[config.mk]
export PLATFORM = sky130hd
export DESIGN_NAME = in_order_reorder_buffer_top_flat
export DESIGN_NICKNAME = d
export VERILOG_FILES = /design/src/sv/iorb_pkg.sv /design/src/sv/iorb_in_if.sv /design/src/sv/iorb_out_if.sv /design/src/sv/iorb_cell.sv /design/src/sv/in_order_reorder_buffer_top.sv /design/src/flat_wrapper.sv
export SDC_FILE = /design/constraint.sdc
export NUM_CORES = 1
export LEC_CHECK = 0
export BUFFER_PORTS_ARGS = -buffer_cell sky130_fd_sc_hd__buf_2
export CAP_MARGIN = 20
export CORE_UTILIZATION = 62
export DETAILED_ROUTE_END_ITERATION = 10
export PLACE_DENSITY = 0.81
export SETUP_SLACK_MARGIN = 0.1
export SYNTH_ARGS = -nofsm -noshare
export SYNTH_HDL_FRONTEND = slang
export SYNTH_SLANG_ARGS = --single-unit
[constraint.sdc]
create_clock -name i_clk -period 6.2 [get_ports i_clk]
set_input_delay 0.31 -clock i_clk [delete_from_list [all_inputs] [get_ports i_clk]]
set_output_delay 0.31 -clock i_clk [all_outputs]
set_load 0.05 [all_outputs]
[src/sv/iorb_pkg.sv]
`default_nettype none
// ----------------------------------------------------------------------------
// In-order reorder buffer: shared package
// Sizes, request types and the per-cell control group used by all files.
// ----------------------------------------------------------------------------
package iorb_pkg;

    localparam int WINDOW        = 16;
    localparam int PAYLOAD_WIDTH = 32;
    localparam int ID_WIDTH      = 16;
    localparam int IDX_WIDTH     = $clog2(WINDOW);

    // Result status codes.
    localparam logic STATUS_RELEASED = 1'b0;
    localparam logic STATUS_REJECTED = 1'b1;

    typedef logic [ID_WIDTH-1:0]      t_id;
    typedef logic [PAYLOAD_WIDTH-1:0] t_payload;

    // Input request: one tagged item.
    typedef struct packed {
        t_id      sequence_id;
        t_payload payload;
    } t_in_req;

    // Output request: one released or rejected item.
    typedef struct packed {
        t_id      out_id;
        t_payload out_payload;
        logic     status;
        logic     last;
    } t_out_req;

    // Control handed from the top level to each cell.
    typedef struct packed {
        logic shift;
        logic write;
    } t_cell_ctl;

endpackage : iorb_pkg
`default_nettype wire

[src/sv/iorb_in_if.sv]
`default_nettype none
// ----------------------------------------------------------------------------
// In-order reorder buffer: input channel
// Valid/ready channel that carries one tagged item per request.
// ----------------------------------------------------------------------------
interface iorb_in_if
    import iorb_pkg::*;
();
    logic    valid;
    logic    ready;
    t_in_req req;

    modport source (output valid, output req, input ready);
    modport sink   (input valid, input req, output ready);
endinterface : iorb_in_if
`default_nettype wire

[src/sv/iorb_out_if.sv]
`default_nettype none
// ----------------------------------------------------------------------------
// In-order reorder buffer: output channel
// Valid/ready channel that carries one result per request.
// ----------------------------------------------------------------------------
interface iorb_out_if
    import iorb_pkg::*;
();
    logic     valid;
    logic     ready;
    t_out_req req;

    modport source (output valid, output req, input ready);
    modport sink   (input valid, input req, output ready);
endinterface : iorb_out_if
`default_nettype wire

[src/sv/iorb_cell.sv]
`default_nettype none
// ----------------------------------------------------------------------------
// In-order reorder buffer: window cell
// Holds one slot of the window. On a shift it takes the contents of its
// upper neighbour; on a write it captures the incoming payload.
// ----------------------------------------------------------------------------
module iorb_cell
    import iorb_pkg::*;
(
    input  wire logic      i_clk,
    input  wire logic      i_rst_n,
    input  wire t_cell_ctl i_ctl,
    input  wire t_payload  i_wr_payload,
    input  wire logic      i_nb_valid,
    input  wire t_payload  i_nb_payload,
    output logic           o_valid,
    output t_payload       o_payload
);

    logic     r_valid;
    logic     n_valid;
    t_payload r_payload;
    t_payload n_payload;

    // A write and a shift never fall in the same cycle.
    always_comb begin
        n_valid   = r_valid;
        n_payload = r_payload;
        if (i_ctl.write) begin
            n_valid   = 1'b1;
            n_payload = i_wr_payload;
        end else if (i_ctl.shift) begin
            n_valid   = i_nb_valid;
            n_payload = i_nb_payload;
        end
    end

    // Valid bit is control state and is cleared by reset.
    always_ff @(posedge i_clk) begin
        if (!i_rst_n) begin
            r_valid <= 1'b0;
        end else begin
            r_valid <= n_valid;
        end
    end

    // The payload needs no reset: it is read only while valid.
    always_ff @(posedge i_clk) begin
        r_payload <= n_payload;
    end

    assign o_valid   = r_valid;
    assign o_payload = r_payload;

endmodule : iorb_cell
`default_nettype wire

[src/sv/in_order_reorder_buffer_top.sv]
`default_nettype none
// ----------------------------------------------------------------------------
// In-order reorder buffer: top level
// Releases tagged items strictly in sequence order through a row of cells, and rejects ids outside the window.
// ----------------------------------------------------------------------------
// Items arrive with a sequence id in any order and leave in id order. Cell 0
// of the row always belongs to the expected id, cell k to the id k ahead. An
// item that lies ahead inside the window is written into its cell and gives
// no result. An item with the expected id is released at once; then the row
// shifts down one cell per cycle while the output side takes results, and
// every valid cell that reaches cell 0 is released in one run; no further
// item is taken until the run ends. A stale id, or one beyond the window, is
// answered with a single reject result and changes nothing. The last result
// caused by an input carries last set. A request is taken when the block is
// not draining and the output register is empty or being emptied, and its
// first result appears in the output register in the next cycle. With an
// output side that never stalls, items that arrive in order pass at one per
// cycle, while an item that was held ahead is first stored in its cell and
// later drained from cell 0 in a release run.
// ----------------------------------------------------------------------------
module in_order_reorder_buffer_top
    import iorb_pkg::*;
(
    input  wire logic i_clk,
    input  wire logic i_rst_n,
    iorb_in_if.sink   i_in,
    iorb_out_if.source o_out
);

    localparam logic S_IDLE  = 1'b0;
    localparam logic S_DRAIN = 1'b1;

    localparam logic [ID_WIDTH:0] WINDOW_SPAN = (ID_WIDTH+1)'(WINDOW);

    logic      r_state;
    logic      n_state;
    t_id       r_expected;
    t_id       n_expected;
    logic      r_out_valid;
    logic      n_out_valid;
    t_out_req  r_out;
    t_out_req  n_out;

    logic      w_out_free;
    logic      w_accept;
    t_id       w_offset;
    logic      w_in_window;
    logic      w_shift;
    logic      w_store;

    logic     [WINDOW-1:0] w_valid;
    t_payload              w_payload [WINDOW];
    t_cell_ctl             w_ctl     [WINDOW];

    // Handshake on both sides.
    assign w_out_free  = !r_out_valid || o_out.ready;
    assign i_in.ready  = (r_state == S_IDLE) && w_out_free;
    assign w_accept    = i_in.valid && i_in.ready;
    assign o_out.valid = r_out_valid;
    assign o_out.req   = r_out;

    // Offset of the incoming id from the expected one, modulo the id range.
    assign w_offset    = i_in.req.sequence_id - r_expected;
    assign w_in_window = {1'b0, w_offset} < WINDOW_SPAN;
    assign w_store     = w_accept && w_in_window && (w_offset != '0);

    // Sequencer: release, drain and reject decisions.
    always_comb begin
        n_state     = r_state;
        n_expected  = r_expected;
        n_out_valid = r_out_valid && !o_out.ready;
        n_out       = r_out;
        w_shift     = 1'b0;
        unique case (r_state)
            S_IDLE: begin
                if (w_accept && !w_in_window) begin
                    n_out_valid       = 1'b1;
                    n_out.out_id      = i_in.req.sequence_id;
                    n_out.out_payload = i_in.req.payload;
                    n_out.status      = STATUS_REJECTED;
                    n_out.last        = 1'b1;
                end else if (w_accept && (w_offset == '0)) begin
                    n_out_valid       = 1'b1;
                    n_out.out_id      = i_in.req.sequence_id;
                    n_out.out_payload = i_in.req.payload;
                    n_out.status      = STATUS_RELEASED;
                    n_out.last        = !w_valid[1];
                    n_expected        = r_expected + 1'b1;
                    w_shift           = 1'b1;
                    if (w_valid[1]) begin
                        n_state = S_DRAIN;
                    end
                end
            end
            S_DRAIN: begin
                if (w_out_free) begin
                    n_out_valid       = 1'b1;
                    n_out.out_id      = r_expected;
                    n_out.out_payload = w_payload[0];
                    n_out.status      = STATUS_RELEASED;
                    n_out.last        = !w_valid[1];
                    n_expected        = r_expected + 1'b1;
                    w_shift           = 1'b1;
                    if (!w_valid[1]) begin
                        n_state = S_IDLE;
                    end
                end
            end
            default: begin
                n_state = S_IDLE;
            end
        endcase
    end

    // Control registers.
    always_ff @(posedge i_clk) begin
        if (!i_rst_n) begin
            r_state     <= S_IDLE;
            r_expected  <= '0;
            r_out_valid <= 1'b0;
        end else begin
            r_state     <= n_state;
            r_expected  <= n_expected;
            r_out_valid <= n_out_valid;
        end
    end

    // Output payload register.
    always_ff @(posedge i_clk) begin
        r_out <= n_out;
    end

    // Row of window cells; cell k holds the id k ahead of the expected one.
    for (genvar g = 0; g < WINDOW; g++) begin : g_cell
        logic     w_nb_valid;
        t_payload w_nb_payload;

        if (g == WINDOW - 1) begin : g_end
            assign w_nb_valid   = 1'b0;
            assign w_nb_payload = '0;
        end else begin : g_mid
            assign w_nb_valid   = w_valid[g+1];
            assign w_nb_payload = w_payload[g+1];
        end

        assign w_ctl[g].shift = w_shift;
        assign w_ctl[g].write = w_store && (w_offset == ID_WIDTH'(g));

        iorb_cell u_cell (
            .i_clk        (i_clk),
            .i_rst_n      (i_rst_n),
            .i_ctl        (w_ctl[g]),
            .i_wr_payload (i_in.req.payload),
            .i_nb_valid   (w_nb_valid),
            .i_nb_payload (w_nb_payload),
            .o_valid      (w_valid[g]),
            .o_payload    (w_payload[g])
        );
    end

`ifndef SYNTHESIS
    // The cell of the expected id is never full while new items are taken.
    a_head_empty_idle: assert property (@(posedge i_clk) disable iff (!i_rst_n)
        (r_state == S_IDLE) |-> !w_valid[0])
        else $error("expected-id cell holds an item while idle");

    // A result without last means the run goes on.
    a_run_continues: assert property (@(posedge i_clk) disable iff (!i_rst_n)
        (o_out.valid && o_out.ready && !o_out.req.last) |-> (r_state == S_DRAIN))
        else $error("non-final result taken outside a release run");

    // Storing an item ahead does not move the expected id.
    a_store_holds_id: assert property (@(posedge i_clk) disable iff (!i_rst_n)
        w_store |=> $stable(r_expected))
        else $error("expected id moved on a stored item");

    // A reject result always ends its request.
    a_reject_last: assert property (@(posedge i_clk) disable iff (!i_rst_n)
        (o_out.valid && (o_out.req.status == STATUS_REJECTED)) |-> o_out.req.last)
        else $error("reject result without last");
`endif

endmodule : in_order_reorder_buffer_top
`default_nettype wire

[src/flat_wrapper.sv]
// flat-port wrapper written by rule: the top's interface ports become plain ports
module in_order_reorder_buffer_top_flat import iorb_pkg::*;
  (i_clk, i_rst_n, i_in_valid, i_in_req, i_in_ready, o_out_valid, o_out_req, o_out_ready);
  iorb_in_if i_in_i ();
  iorb_out_if o_out_i ();
  input  wire logic i_clk;
  input  wire logic i_rst_n;
  input wire logic [$bits(i_in_i.valid)-1:0] i_in_valid;
  input wire logic [$bits(i_in_i.req)-1:0] i_in_req;
  output wire logic [$bits(i_in_i.ready)-1:0] i_in_ready;
  output wire logic [$bits(o_out_i.valid)-1:0] o_out_valid;
  output wire logic [$bits(o_out_i.req)-1:0] o_out_req;
  input wire logic [$bits(o_out_i.ready)-1:0] o_out_ready;
  assign i_in_i.valid = i_in_valid;
  assign i_in_i.req = i_in_req;
  assign i_in_ready = i_in_i.ready;
  assign o_out_valid = o_out_i.valid;
  assign o_out_req = o_out_i.req;
  assign o_out_i.ready = o_out_ready;
  in_order_reorder_buffer_top u_core (.i_clk(i_clk), .i_rst_n(i_rst_n), .i_in(i_in_i), .o_out(o_out_i));
endmodule
==> results.py <==
metrics = {
    "final_layout": {
        "syn2layout_area_growth_pct": 10.13,
        "drive_gt1_share_pct": 33.73,
        "instances_no_fill": 2192,
        "antennaDiodeCount": 0,
        "final_nets": 1688,
    },
    "flow_run": {
        "maxCapViolations": 0,
    },
    "detailed_routing": {
        "routedWlPerCell_um": 21.23,
        "firstDrtPassIters": 5,
        "vias_per_cell": 5.974,
        "num_vias": 13100,
        "drtIter0Drc": 959,
        "antenna_left": 0,
        "drt-total-wl_mm": 46.54,
        "drc": 0,
    },
    "die": {
        "coreArea_mm2": 0.04092,
        "die_w_um": 205.9,
        "io-pin-count": 104,
        "die-area_mm2": 0.04240,
        "start_util_pct": 62.99,
        "fp.dieH_um": 205.9,
        "row_count": 74,
    },
    "clock_network": {
        "cts_setup_buffers": 0,
        "numCtsBuffers": 58,
        "clk_pin_slew_ps": 60,
        "htreeDepth": 2,
        "cts_sinks": 595,
        "post_cts_resized": 0,
        "cts-root-buf": "clkbuf_16",
        "cts_tree": "yes",
        "clk_latency_ps": 610,
        "clock_path_buffers": 3,
    },
    "place": {
        "place_inst": 2089,
        "dp_hpwl_mm": 29.24,
        "io_buffers": 103,
        "gp_congestion": 0.8911,
    },
    "global_route": {
        "grt_start_max_net_pins": 55,
        "antenna_found_initial": 0,
        "grtUsageTotal_pct": 22.61,
        "overflow": 0,
        "grt_pass1_wl_mm": 73.33,
        "grt_pass1_vias": 13140,
    },
    "yosys": {
        "syn_area_mm2": 0.02578,
        "synth-edff-count": 562,
        "synthDistinctLibCells": 57,
        "ys_seq_elements": 595,
        "ys_warn_count": 0,
        "postSynthCellCount": 1556,
        "ys_seq_area_share_pct": 68.03,
        "synth.avg_cell_area_um2": 16.57,
        "synth_flop_cell": "edfxtp_1",
        "synthArstFlopShare_pct": 0,
        "syn_nets": 1625,
    },
    "worst_setup_path": {
        "critPathKind": "flop to flop",
        "start_kind": "flop",
        "worstPathRequired_ps": 6440,
        "cp-end-kind": "flop",
        "crit_arrival_ps": 5390,
        "critPathMaxFanout": 32,
    },
    "sta": {
        "tns_ps": 0,
        "rsz0062_at_grt": "no",
        "hold_viol": 0,
        "setup_viol": 0,
        "tightest_slew_ps": 979.8,
        "clock-skew-final_ps": 20.41,
        "slew_headroom_pct": 34.55,
        "fmaxAchievable_mhz": 194.2,
        "drv_slew": 0,
        "min_period_over_period_pct": 83.07,
        "post-route-min-period_ps": 5150,
    },
    "pwr": {
        "ir_drop_uv": 268.6,
        "leakage_nw": 10.77,
        "power_density_mw_per_mm2": 275.5,
    },
    "min_path": {
        "min_path_type": "input port to flop",
    },
    "status": {
        "status": "finished clean",
    },
}
==> synthesized netlist by cell type (2+ instances only) <==
cell	instances	area (um^2)
nand3_1	15	75.07
o21a_1	5	37.54
buf_1	5	18.77
nor2_1	27	101.4
dfxtp_1	33	660.6
nand4_1	3	18.77
edfxtp_1	562	16880
nor4_4	2	42.54
o211ai_1	2	15.01
nand3_2	4	40.04
mux2_1	167	1881
xnor2_1	12	105.1
o21ai_0	13	65.06
a31o_1	2	17.52
o21ai_1	3	15.01
nor3_1	10	50.05
buf_2	41	205.2
or2_2	4	25.02
nand2_1	55	206.5
xor2_1	2	17.52
o31a_1	2	17.52
a31oi_1	12	75.07
a21oi_1	21	105.1
inv_1	21	78.83
a41oi_2	2	32.53
nor4_1	6	37.54
nor3b_4	3	56.30
o221ai_1	2	17.52
nor2b_1	2	12.51
and2_1	35	219.0
buf_4	6	45.04
clkbuf_1	81	304.0
ha_1	16	200.2
nor3b_1	2	15.01
nor4b_1	3	26.28
and3_1	4	25.02
nand2b_1	6	37.54
mux2_2	333	3750
or3_1	14	87.58
==> critical path: stages (launching register included) <==
cell and delay (ps):
dfxtp_1 450, ha_1 230, inv_1 60, fa_1 450, a211oi_2 320, nor2_1 100
nor4_1 340, o2111ai_1 250, nor4_4 440, a41oi_2 340, or2_1 480, inv_2 530
or2_2 750
==> metal layers <==
metal | GRT usage, % | vias up | share of wire (%)
met5 | 0 | - | 0
met4 | 6.276 | 0 | 1.9
met3 | 3.958 | 61 | 5.2
met2 | 36.38 | 328 | 48
met1 | 32.00 | 6655 | 45
li1 | - | 6052 | -
==> through the flow <==
step           hold WS, ps  setup WS (ps)  area [um^2]  util [%]  power (mW)
3_3_place_gp         401.5           1204        26650     65.12       4.715
3_5_place_dp         404.5           1094        26680     65.18       4.721
5_1_grt              5.577          580.2        28390     69.37       8.068
2_1_floorplan        450.5           1167        25780         -       4.622
6_report             26.72           1050        28390     69.37       7.822
4_1_cts             0.4468           1041        28390     69.37       7.897
==> sequential cells by signal (all words and copies together) (netlist names) <==
name and count:
u_core.g_cell.u_cell.o_payload 512, u_core.g_cell.u_cell.o_valid 15, u_core.o_out.req 50, u_core.o_out.valid 1, u_core.r_expected 16, u_core.r_state 1
==> repair_timing <==
action | 4_1_cts | 5_1_grt
hold buffers | 2 | 0
endpoints found under the setup margin | 0 | 0
endpoints found under the hold margin | 2 | 0
==> cells in the final DEF, fill, tap and decap left out, types with 3 or more instances in the layout <==
cell	instances
nand3_2	5
and3_1	4
nor2_1	27
nand2b_1	6
clkinv_1	10
ha_1	16
mux2_1	167
mux2_2	333
nor3_1	9
xnor2_1	12
clkinv_2	5
nand3_1	14
a21oi_1	21
nor4_1	6
clkbuf_1	23
a31oi_1	12
dfxtp_1	32
o21a_1	5
nand2_1	55
nor4b_1	3
buf_2	103
inv_1	21
or2_2	4
edfxtp_1	562
or3_1	14
o21ai_0	12
buf_4	29
o21ai_1	3
nor3b_4	3
nand4_1	3
and2_1	35
clkbuf_16	59
==> power breakdown <==
part | internal, mW | switching [mW] | total, mW
sequential | 4.36 | 0.00429 | 4.36
clock | 1.78 | 1.40 | 3.18
combinational | 0.0664 | 0.211 | 0.277
==> kinds of logic after synthesis <==
kind of cell / share of synthesized area (%)
simple gates: 4.237
flops: 68.03
buf+inv: 2.558
xor+xnor: 0.5388
compound gates: 1.907
mux: 21.88
fa+ha+maj: 0.8542
==> path summary, 6_finish.rpt <==
path	startpoint	end	slack, ps	depth (start not counted)
min	i_in_req[46]	u_core.o_out.req[48]	30	2
max reg2reg	u_core.r_expected[0]	u_core.g_cell[14].u_cell.o_payload[28]	1050	12
min reg2reg	u_core.g_cell[1].u_cell.o_payload[29]	u_core.g_cell[0].u_cell.o_payload[29]	420	0
max	u_core.r_expected[0]	u_core.g_cell[14].u_cell.o_payload[28]	1050	12
==> cell type report <==
| type | count | area [um^2] |
|---|---|---|
| clock buffers | 82 | 1563 |
| clock inverters | 19 | 132.6 |
| fillers | 2643 | 12530 |
| inverters | 23 | 86.33 |
| multi-input cells | 805 | 7605 |
| flip-flops and latches | 595 | 17540 |
| well taps | 532 | 665.6 |
| repair buffers | 136 | 800.8 |
No activity file was read; power rests on OpenSTA's default activity.
